[src/sv/rlts_pkg.sv]
// Shared constants and colour tables for the RGB LED table sequencer.
`default_nettype none
package rlts_pkg;

   localparam int TableRows   = 9;
   localparam int RowSelWidth = 4;
   localparam int TickWidth   = 16;
   localparam int DutyWidth   = 14;
   localparam int LevelWidth  = 4;
   localparam int RowOutWidth = 3;
   localparam int PlainWidth  = 8;

   // rows that carry each colour; the same rows are fully on in plain and fade mode
   localparam logic [TableRows-1:0] RedOn   = 9'b1_0101_0001;
   localparam logic [TableRows-1:0] GreenOn = 9'b1_0101_0010;
   localparam logic [TableRows-1:0] BlueOn  = 9'b1_0101_0100;
   // rows with the 500 tick period; the others use 100
   localparam logic [TableRows-1:0] LongRow = 9'b0_0000_0111;

   localparam logic [PlainWidth-1:0] PlainFull  = 8'd255;
   localparam logic [LevelWidth-1:0] FadeTop    = 4'd10;
   localparam logic [DutyWidth-1:0]  LevelScale = 14'd1000;

   // divisibility by an odd constant: x * inverse mod 2^16 stays at or below the bound
   localparam logic [TickWidth-1:0] Inv25    = 16'd23593;
   localparam logic [TickWidth-1:0] Bound25  = 16'd2621;
   localparam logic [TickWidth-1:0] Inv125   = 16'd30933;
   localparam logic [TickWidth-1:0] Bound125 = 16'd524;

   localparam logic CsrRegFadeMode = 1'b0;

endpackage
`default_nettype wire

[src/sv/rlts_req_if.sv]
// Input channel carrying one tick value per beat.
`default_nettype none
interface rlts_req_if;
   logic        valid;
   logic        ready;
   logic [15:0] tick_count;

   modport source (output valid, output tick_count, input ready);
   modport sink   (input valid, input tick_count, output ready);
endinterface
`default_nettype wire

[src/sv/rlts_rsp_if.sv]
// Result channel carrying the duties and row index of one tick per beat.
`default_nettype none
interface rlts_rsp_if;
   logic        valid;
   logic        ready;
   logic        duty_written;
   logic [13:0] red_duty;
   logic [13:0] green_duty;
   logic [13:0] blue_duty;
   logic [2:0]  row_now;

   modport source (output valid, output duty_written, output red_duty, output green_duty,
                   output blue_duty, output row_now, input ready);
   modport sink   (input valid, input duty_written, input red_duty, input green_duty,
                   input blue_duty, input row_now, output ready);
endinterface
`default_nettype wire

[src/sv/rgb_led_table_sequencer_top.sv]
// RGB LED table sequencer: tick-driven stepping or fading through a colour table.
//
// Each req beat carries a tick value and produces exactly one rsp beat. On
// its way from acceptance to result the first register holds the tick's
// divisibility by 100 and 500, the second holds the result, computed
// from those flags, the current row and the fade levels. The row and level
// registers update in the same cycle that a result is loaded, so a new beat is
// accepted every cycle while rsp is ready. fade_mode lives at csr address 0.
`default_nettype none
module rgb_led_table_sequencer_top #(
   parameter int ROWS_IN_USE = 8
) (
   input  wire logic        clock,
   input  wire logic        reset,
   rlts_req_if.sink         req_bus,
   rlts_rsp_if.source       rsp_bus,
   input  wire logic        csr_psel,
   input  wire logic        csr_penable,
   input  wire logic        csr_pwrite,
   input  wire logic [2:0]  csr_paddr,
   input  wire logic [31:0] csr_pwdata,
   output logic      [31:0] csr_prdata,
   output logic             csr_pready
);

   localparam int RowWidth = (ROWS_IN_USE > 1) ? $clog2(ROWS_IN_USE) : 1;

   logic fade_mode_ff, fade_mode_in;

   logic a_valid_ff, a_valid_in;
   logic a_hit100_ff, a_hit100_in;
   logic a_hit500_ff, a_hit500_in;

   logic [RowWidth-1:0]               row_ff, row_in;
   logic [rlts_pkg::LevelWidth-1:0]   red_level_ff, red_level_in;
   logic [rlts_pkg::LevelWidth-1:0]   green_level_ff, green_level_in;
   logic [rlts_pkg::LevelWidth-1:0]   blue_level_ff, blue_level_in;

   logic                              rsp_valid_ff, rsp_valid_in;
   logic                              written_ff, written_in;
   logic [rlts_pkg::DutyWidth-1:0]    red_ff, red_in;
   logic [rlts_pkg::DutyWidth-1:0]    green_ff, green_in;
   logic [rlts_pkg::DutyWidth-1:0]    blue_ff, blue_in;
   logic [rlts_pkg::RowOutWidth-1:0]  row_now_ff, row_now_in;

   logic                              csr_write;
   logic                              req_take;
   logic                              rsp_free;
   logic                              advance;
   logic [rlts_pkg::TickWidth-1:0]    mul25;
   logic [rlts_pkg::TickWidth-1:0]    mul125;
   logic                              tick_base;
   logic [rlts_pkg::RowSelWidth-1:0]  row_sel;
   logic                              act;
   logic [rlts_pkg::LevelWidth-1:0]   red_goal, green_goal, blue_goal;
   logic [rlts_pkg::LevelWidth-1:0]   red_step, green_step, blue_step;
   logic                              at_goal;
   logic                              move_row;
   logic [RowWidth:0]                 row_inc;
   logic [RowWidth-1:0]               row_wrap;

   function automatic logic [rlts_pkg::LevelWidth-1:0] step_toward(
      input logic [rlts_pkg::LevelWidth-1:0] level,
      input logic [rlts_pkg::LevelWidth-1:0] goal
   );
      logic [rlts_pkg::LevelWidth-1:0] result;
      result = level;
      if (level < goal) begin
         result = level + 1'b1;
      end else if (level > goal) begin
         result = level - 1'b1;
      end
      return result;
   endfunction

   // csr
   assign csr_pready = 1'b1;
   assign csr_write  = csr_psel & csr_penable & csr_pwrite & csr_pready;
   assign csr_prdata = (csr_paddr[2] == rlts_pkg::CsrRegFadeMode) ?
                       {31'd0, fade_mode_ff} : 32'd0;

   always_comb begin
      fade_mode_in = fade_mode_ff;
      if (csr_write && csr_paddr[2] == rlts_pkg::CsrRegFadeMode) begin
         fade_mode_in = csr_pwdata[0];
      end
   end

   // handshake
   assign rsp_free      = !rsp_valid_ff | rsp_bus.ready;
   assign advance       = a_valid_ff & rsp_free;
   assign req_bus.ready = !a_valid_ff | rsp_free;
   assign req_take      = req_bus.valid & req_bus.ready;

   // divisibility of the incoming tick
   assign mul25     = rlts_pkg::TickWidth'(req_bus.tick_count * rlts_pkg::Inv25);
   assign mul125    = rlts_pkg::TickWidth'(req_bus.tick_count * rlts_pkg::Inv125);
   assign tick_base = (req_bus.tick_count != '0) && (req_bus.tick_count[1:0] == 2'b00);

   always_comb begin
      a_valid_in  = a_valid_ff;
      a_hit100_in = a_hit100_ff;
      a_hit500_in = a_hit500_ff;
      if (req_take) begin
         a_valid_in  = 1'b1;
         a_hit100_in = tick_base && (mul25 <= rlts_pkg::Bound25);
         a_hit500_in = tick_base && (mul125 <= rlts_pkg::Bound125);
      end else if (advance) begin
         a_valid_in = 1'b0;
      end
   end

   // row and level update
   assign row_sel    = rlts_pkg::RowSelWidth'(row_ff);
   assign act        = rlts_pkg::LongRow[row_sel] ? a_hit500_ff : a_hit100_ff;
   assign red_goal   = rlts_pkg::RedOn[row_sel]   ? rlts_pkg::FadeTop : '0;
   assign green_goal = rlts_pkg::GreenOn[row_sel] ? rlts_pkg::FadeTop : '0;
   assign blue_goal  = rlts_pkg::BlueOn[row_sel]  ? rlts_pkg::FadeTop : '0;
   assign red_step   = step_toward(red_level_ff, red_goal);
   assign green_step = step_toward(green_level_ff, green_goal);
   assign blue_step  = step_toward(blue_level_ff, blue_goal);
   assign at_goal    = (red_step == red_goal) && (green_step == green_goal) &&
                       (blue_step == blue_goal);
   assign row_inc    = {1'b0, row_ff} + 1'b1;
   assign row_wrap   = (row_inc >= (RowWidth+1)'(ROWS_IN_USE)) ? '0 : row_inc[RowWidth-1:0];
   assign move_row   = advance && act && (!fade_mode_ff || at_goal);

   always_comb begin
      row_in         = move_row ? row_wrap : row_ff;
      red_level_in   = red_level_ff;
      green_level_in = green_level_ff;
      blue_level_in  = blue_level_ff;
      if (advance && act && fade_mode_ff) begin
         red_level_in   = red_step;
         green_level_in = green_step;
         blue_level_in  = blue_step;
      end
   end

   // result
   always_comb begin
      rsp_valid_in = advance | (rsp_valid_ff & !rsp_bus.ready);
      written_in   = written_ff;
      red_in       = red_ff;
      green_in     = green_ff;
      blue_in      = blue_ff;
      row_now_in   = row_now_ff;
      if (advance) begin
         written_in = act;
         row_now_in = rlts_pkg::RowOutWidth'(row_in);
         red_in     = '0;
         green_in   = '0;
         blue_in    = '0;
         if (act && fade_mode_ff) begin
            red_in   = rlts_pkg::DutyWidth'(red_step) * rlts_pkg::LevelScale;
            green_in = rlts_pkg::DutyWidth'(green_step) * rlts_pkg::LevelScale;
            blue_in  = rlts_pkg::DutyWidth'(blue_step) * rlts_pkg::LevelScale;
         end else if (act) begin
            red_in   = rlts_pkg::RedOn[row_sel]   ?
                       rlts_pkg::DutyWidth'(rlts_pkg::PlainFull) : '0;
            green_in = rlts_pkg::GreenOn[row_sel] ?
                       rlts_pkg::DutyWidth'(rlts_pkg::PlainFull) : '0;
            blue_in  = rlts_pkg::BlueOn[row_sel]  ?
                       rlts_pkg::DutyWidth'(rlts_pkg::PlainFull) : '0;
         end
      end
   end

   always_ff @(posedge clock) begin
      if (reset) begin
         fade_mode_ff   <= 1'b0;
         a_valid_ff     <= 1'b0;
         rsp_valid_ff   <= 1'b0;
         row_ff         <= '0;
         red_level_ff   <= '0;
         green_level_ff <= '0;
         blue_level_ff  <= '0;
      end else begin
         fade_mode_ff   <= fade_mode_in;
         a_valid_ff     <= a_valid_in;
         rsp_valid_ff   <= rsp_valid_in;
         row_ff         <= row_in;
         red_level_ff   <= red_level_in;
         green_level_ff <= green_level_in;
         blue_level_ff  <= blue_level_in;
      end
   end

   always_ff @(posedge clock) begin
      a_hit100_ff <= a_hit100_in;
      a_hit500_ff <= a_hit500_in;
      written_ff  <= written_in;
      red_ff      <= red_in;
      green_ff    <= green_in;
      blue_ff     <= blue_in;
      row_now_ff  <= row_now_in;
   end

   assign rsp_bus.valid        = rsp_valid_ff;
   assign rsp_bus.duty_written = written_ff;
   assign rsp_bus.red_duty     = red_ff;
   assign rsp_bus.green_duty   = green_ff;
   assign rsp_bus.blue_duty    = blue_ff;
   assign rsp_bus.row_now      = row_now_ff;

endmodule
`default_nettype wire
[src/flat_wrapper.sv]
// flat-port wrapper written by rule: the top's interface ports become plain ports
module rgb_led_table_sequencer_top_flat 
#(
   parameter int ROWS_IN_USE = 8
)
  (clock, reset, csr_psel, csr_penable, csr_pwrite, csr_paddr, csr_pwdata, csr_prdata, csr_pready, req_bus_valid, req_bus_tick_count, req_bus_ready, rsp_bus_valid, rsp_bus_duty_written, rsp_bus_red_duty, rsp_bus_green_duty, rsp_bus_blue_duty, rsp_bus_row_now, rsp_bus_ready);
  rlts_req_if req_bus_i ();
  rlts_rsp_if rsp_bus_i ();
  input  wire logic clock;
  input  wire logic reset;
  input  wire logic csr_psel;
  input  wire logic csr_penable;
  input  wire logic csr_pwrite;
  input  wire logic [2:0] csr_paddr;
  input  wire logic [31:0] csr_pwdata;
  output logic      [31:0] csr_prdata;
  output logic csr_pready;
  input wire logic [$bits(req_bus_i.valid)-1:0] req_bus_valid;
  input wire logic [$bits(req_bus_i.tick_count)-1:0] req_bus_tick_count;
  output wire logic [$bits(req_bus_i.ready)-1:0] req_bus_ready;
  output wire logic [$bits(rsp_bus_i.valid)-1:0] rsp_bus_valid;
  output wire logic [$bits(rsp_bus_i.duty_written)-1:0] rsp_bus_duty_written;
  output wire logic [$bits(rsp_bus_i.red_duty)-1:0] rsp_bus_red_duty;
  output wire logic [$bits(rsp_bus_i.green_duty)-1:0] rsp_bus_green_duty;
  output wire logic [$bits(rsp_bus_i.blue_duty)-1:0] rsp_bus_blue_duty;
  output wire logic [$bits(rsp_bus_i.row_now)-1:0] rsp_bus_row_now;
  input wire logic [$bits(rsp_bus_i.ready)-1:0] rsp_bus_ready;
  assign req_bus_i.valid = req_bus_valid;
  assign req_bus_i.tick_count = req_bus_tick_count;
  assign req_bus_ready = req_bus_i.ready;
  assign rsp_bus_valid = rsp_bus_i.valid;
  assign rsp_bus_duty_written = rsp_bus_i.duty_written;
  assign rsp_bus_red_duty = rsp_bus_i.red_duty;
  assign rsp_bus_green_duty = rsp_bus_i.green_duty;
  assign rsp_bus_blue_duty = rsp_bus_i.blue_duty;
  assign rsp_bus_row_now = rsp_bus_i.row_now;
  assign rsp_bus_i.ready = rsp_bus_ready;
  rgb_led_table_sequencer_top #(.ROWS_IN_USE(ROWS_IN_USE)) u_core (.clock(clock), .reset(reset), .req_bus(req_bus_i), .rsp_bus(rsp_bus_i), .csr_psel(csr_psel), .csr_penable(csr_penable), .csr_pwrite(csr_pwrite), .csr_paddr(csr_paddr), .csr_pwdata(csr_pwdata), .csr_prdata(csr_prdata), .csr_pready(csr_pready));
endmodule
[config.mk]
export PLATFORM = sky130hd
export DESIGN_NAME = rgb_led_table_sequencer_top_flat
export DESIGN_NICKNAME = d
export VERILOG_FILES = /design/src/sv/rlts_pkg.sv /design/src/sv/rlts_req_if.sv /design/src/sv/rlts_rsp_if.sv /design/src/sv/rgb_led_table_sequencer_top.sv /design/src/flat_wrapper.sv
export SDC_FILE = /design/constraint.sdc
export NUM_CORES = 1
export LEC_CHECK = 0
export BUFFER_PORTS_ARGS = -buffer_cell sky130_fd_sc_hd__buf_2
export CORE_AREA = 4 4 134 136
export DETAILED_ROUTE_END_ITERATION = 7
export DIE_AREA = 0 0 138 140
export PLACE_DENSITY = 0.75
export SLEW_MARGIN = 10
export SYNTH_ARGS = -nofsm -noshare
export SYNTH_HDL_FRONTEND = slang
export SYNTH_SLANG_ARGS = --single-unit
[constraint.sdc]
create_clock -name clock -period 5.1 [get_ports clock]
set_clock_uncertainty 0.15 [all_clocks]
set_input_delay 0.51 -clock clock [delete_from_list [all_inputs] [get_ports clock]]
set_output_delay 0.51 -clock clock [all_outputs]
set_load 0.05 [all_outputs]
==> out/qor_table.md <==
| Parameter | This run | Unit |
|:---|:---|:---|
| Chip height | 140 | um |
| Warning count from the yosys run | 0 | - |
| Root Buffer | sky130_fd_sc_hd__clkbuf_16 | - |
| Global route overflow | 0 | - |
| Most heavily used metal layer in global routing | met2 | - |
| Cell breakdown of the critical path | buf_2, fa_1, inv_1, fa_1, fa_1, fa_1, fa_1, fa_1, inv_2, ha_4, o21a_1, nor2_1, xnor2_1, xnor2_1, xnor2_1, nor4_1, o2111a_1 | - |
| Pin count of the biggest net entering global routing | 39 | - |
| Number of search-and-repair iterations in the first detailed-routing pass | 4 | - |
| Combined area of all synthesized cells | 0.00870 | mm2 |
| Internal reg-to-reg setup slack | 0.30 | ns |
| Slew Limit Headroom | 42.6 | % |
| Global-route wire length before repair | 28.8 | mm |
| Routed WL | 17.0 | mm |
| RSZ-0062 raised after global routing | true | - |
| Total die area | 0.0193 | mm2 |
| Total CTS buffers | 9 | - |
| Vias/cell | 5.05 | - |
| # Max-Cap Violations | 0 | - |
| Detail Route Antenna Nets | 0 | - |
| Crit Path Category | in2reg | - |
| Final Hold Violating Endpoints | 0 | - |
| Crit-path max FO | 2 | - |
| Final total negative setup slack | 0 | ns |
| Terminus of the critical flop-to-flop path | u_core.rsp_bus.green_duty[13] | - |
| Number of global-route vias before repair | 6220 | - |
| Total routing resource utilization after global routing | 17.9 | % |
| Number of placement rows | 48 | - |
| Met1 track demand over resource | 21.7 | % |
| Most area-consuming cells after synthesis | sky130_fd_sc_hd__ha_1 25%, sky130_fd_sc_hd__fa_1 16%, sky130_fd_sc_hd__edfxtp_1 14%, sky130_fd_sc_hd__inv_1 8.2%, sky130_fd_sc_hd__dfxtp_1 5.1% | - |
| Average size of a mapped cell | 9.46 | um2 |
| Achievable Freq | 0.203 | GHz |
| Dominant cell type by count on the critical path | sky130_fd_sc_hd__fa_1 | - |
| Number of inserted diodes | 0 | - |
| Seq/Total Area, Yosys | 19.6 | % |
| Number of enable flip-flop cells after synthesis | 42 | - |
| Leakage power | 0.00508 | uW |
| Chip width | 138 | um |
| Startpoint of the most critical register-to-register path | u_core.green_goal[1] | - |
| Maximum level of the CTS H-tree | 3 | - |
| Count of hold-fix buffers inserted at cts | 0 | - |
| Hold Path Origin | req_bus_valid | - |
| Fraction of registers with async set/reset | 0 | % |
| Final setup fails | 0 | - |
| Clock input transition at the sequential cells of the worst setup and hold paths | 0.06 | ns |
| Cell at the slowest stage of the critical path | sky130_fd_sc_hd__fa_1 | - |
| Hold Path End | u_core.a_valid_ff | - |
| Power per cell area | 339 | mW/mm2 |
| Arr. time, crit path | 4.99 | ns |
| Final critical-path required period | 4.94 | ns |
| Met2 Usage GRT | 32.6 | % |
| Fraction of post-synthesis cell area in the top cell type by area | 24.9 | % |
| Launching element type of the critical path | input port | - |
| Gpl congestion | 0.917 | - |
| Core region area | 0.0169 | mm2 |
| CP top delay family | adder cells | - |
| Mean routed wirelength per cell | 13.6 | um |
| Buffer count from post-CTS setup fixing | 0 | - |
| Total number of vias | 6319 | - |
| DRC marker count from the first detailed-route iteration | 267 | - |
| Count of pins over their slew limit | 0 | - |
| Crit path buf inv count | 3 | - |
| Number of design rule violations left after detail routing | 0 | - |
| Total stage count of the critical path | 17 | - |
| Worst hold-check path type | in2reg | - |
| Antenna violations before repair | 0 | - |
| Clk_lat worst skew | 0.34 | ns |
| Top-Level Pins | 139 | - |
| Number of buffers on the longest clock path | 2 | - |
| Synthesis-stage register bit count | 64 | - |
| End-of-flow core utilization | 57.8 | % |
| Total power consumption of the routed design | 3310 | uW |
| CTS tree | built | - |
| Critical Path End Type | flop | - |
| Cells after synthesis | 920 | - |
| Initial Util | 51.4 | % |
| Worst Path Required | 5.16 | ns |
| Number of nets in the layout | 1321 | - |
| Ys flop type | sky130_fd_sc_hd__edfxtp_1 | - |
| Number of cells on the worst hold path | 3 | - |
| Crit-path max cell delay | 0.55 | ns |
| Cell depth of the worst flop-to-flop path | 18 | - |
| Final critical-path setup slack | 0.165 | ns |
| Actual slew at the worst max-slew pin | 0.859 | ns |
| Syn-to-layout area delta | 12.4 | % |
| Worst slack at placement | -0.291 | ns |
| Outcome | finished, final reports clean | - |
| Input/output buffers | 73 | - |
| Sink count of the clock tree | 64 | - |
| Final worst path period share | 96.8 | % |
| Cell type with the largest total area after synthesis | sky130_fd_sc_hd__ha_1 | - |
| Post-detail-place hpwl | 14.2 | mm |
| Max rail drop VDD | 216 | uV |
| Met3 layer usage reported by global route | 2.66 | % |
| Count of different cell masters after synthesis | 62 | - |
| Share of cells above drive strength 1 | 13.7 | % |
==> flip-flops by register name (all words and copies together) (netlist names), named ones only <==
register                     flops
u_core.a_hit100_ff               1
u_core.a_hit500_ff               1
u_core.a_valid_ff                1
u_core.blue_goal                 1
u_core.blue_level_ff             4
u_core.fade_mode_ff              1
u_core.green_goal                1
u_core.green_level_ff            4
u_core.red_goal                  1
u_core.red_level_ff              4
u_core.row_ff                    3
u_core.rsp_bus.blue_duty        12
u_core.rsp_bus.duty_written      1
u_core.rsp_bus.green_duty       12
u_core.rsp_bus.red_duty         12
u_core.rsp_bus.row_now           3
u_core.rsp_bus.valid             1
==> power by group <==
| group | leakage, uW | switching, uW | internal, uW |
|---|---|---|---|
| Clock | 0.000166 | 229 | 453 |
| Combinational | 0.00433 | 1130 | 922 |
| Sequential | 0.000585 | 7.64 | 572 |
==> timing repair <==
| action | in CTS | in global routing |
|---|---|---|
| endpoints found under the hold margin | 0 | 0 |
| endpoints found under the setup margin | 0 | 4 |
| gates resized for setup | 0 | 7 |
==> metal layers <==
layer / wire [um] / share of wire [%]
met2: 8510 / 50
met3: 702 / 4.1
met4: 401 / 2.4
met5: 0 / 0
met1: 7360 / 43
==> how the worst max path moves through the flow <==
stage	startpoint	to	slack (ns)
after global placement	req_bus_tick_count[2]	u_core.a_hit500_ff	-0.20
after global routing	u_core.green_goal[1]	u_core.rsp_bus.green_duty[13]	-0.09
final	req_bus_tick_count[2]	u_core.a_hit500_ff	0.16
after floorplan	req_bus_tick_count[2]	u_core.a_hit500_ff	-0.03
after CTS	req_bus_tick_count[2]	u_core.a_hit500_ff	0.06
after detailed placement	req_bus_tick_count[2]	u_core.a_hit500_ff	-0.29
==> worst register-to-register path: stages (launching register included) <==
cell	delay, ns
sky130_fd_sc_hd__dfxtp_1	0.41
sky130_fd_sc_hd__inv_1	0.08
sky130_fd_sc_hd__ha_1	0.40
sky130_fd_sc_hd__a21oi_4	0.27
sky130_fd_sc_hd__mux2i_1	0.14
sky130_fd_sc_hd__a211oi_2	0.32
sky130_fd_sc_hd__inv_1	0.13
sky130_fd_sc_hd__fa_2	0.62
sky130_fd_sc_hd__inv_1	0.07
sky130_fd_sc_hd__fa_1	0.50
sky130_fd_sc_hd__inv_1	0.04
sky130_fd_sc_hd__ha_1	0.33
sky130_fd_sc_hd__a21oi_1	0.24
sky130_fd_sc_hd__o21bai_1	0.10
sky130_fd_sc_hd__a21oi_1	0.22
sky130_fd_sc_hd__o21ai_0	0.10
sky130_fd_sc_hd__a21oi_1	0.18
sky130_fd_sc_hd__xor2_1	0.16
sky130_fd_sc_hd__nor2_1	0.05
==> cell type report <==
class	count	area (um2)
Clock buffer	12	289
Clock inverter	4	52.6
Fill cell	1452	7150
Inverter	189	709
Multi-Input combinational cell	649	6120
Sequential cell	64	1700
Tap cell	225	282
Timing Repair Buffer	108	628
==> cells in the final DEF (no fill, tap or decap), drive strengths merged, types with 3 or more instances in the layout <==
cell / count
or4: 3
a21oi: 41
o31ai: 3
a2111o: 3
dfxtp: 22
o21ai: 21
a211oi: 6
conb: 32
xor2: 15
o41ai: 4
nor4b: 3
mux2: 3
a31oi: 5
nor4bb: 5
a311oi: 4
fa: 69
inv: 191
nor4: 6
nand2: 44
nor3: 3
o21bai: 8
nor2b: 7
nand2b: 9
edfxtp: 42
and3: 5
a21o: 8
and2: 6
nand3: 9
nor2: 60
or3: 3
buf: 108
ha: 173
clkbuf: 12
xnor2: 46
mux2i: 18
==> synth_stat cells, drive strengths merged (4+ instances only) <==
library cell	count
inv	189
ha	173
fa	69
nor2	60
xnor2	46
nand2	44
edfxtp	42
a21oi	41
buf	40
dfxtp	22
o21ai	21
mux2i	18
xor2	15
nand2b	9
nand3	9
a21o	8
clkbuf	8
o21bai	8
nor2b	7
a211oi	6
and2	6
nor4	6
a31oi	5
and3	5
nor4bb	5
a311oi	4
o41ai	4
==> through the flow <==
stage / area, um2 / hold WS, ns / std cells
floorplan: 8830 / 0.346 / 950
global placement: 9410 / 0.364 / 1235
detailed placement: 9410 / 0.371 / 1235
CTS: 9760 / 0.240 / 1251
global route: 9780 / 0.270 / 1251
finish: 9780 / 0.241 / 1251
==> cells by family after synthesis <==
kind of cell,synth area share (%)
XOR/XNOR,6.14
AO/OA/AOI/OAI,9.43
flip-flops,19.6
adder cells (fa/ha/maj),40.7
other,0.0863
buffers and inverters,11.9
AND/OR/NAND/NOR,9.71
multiplexers,2.46
Power figures use the tool's default switching activity.
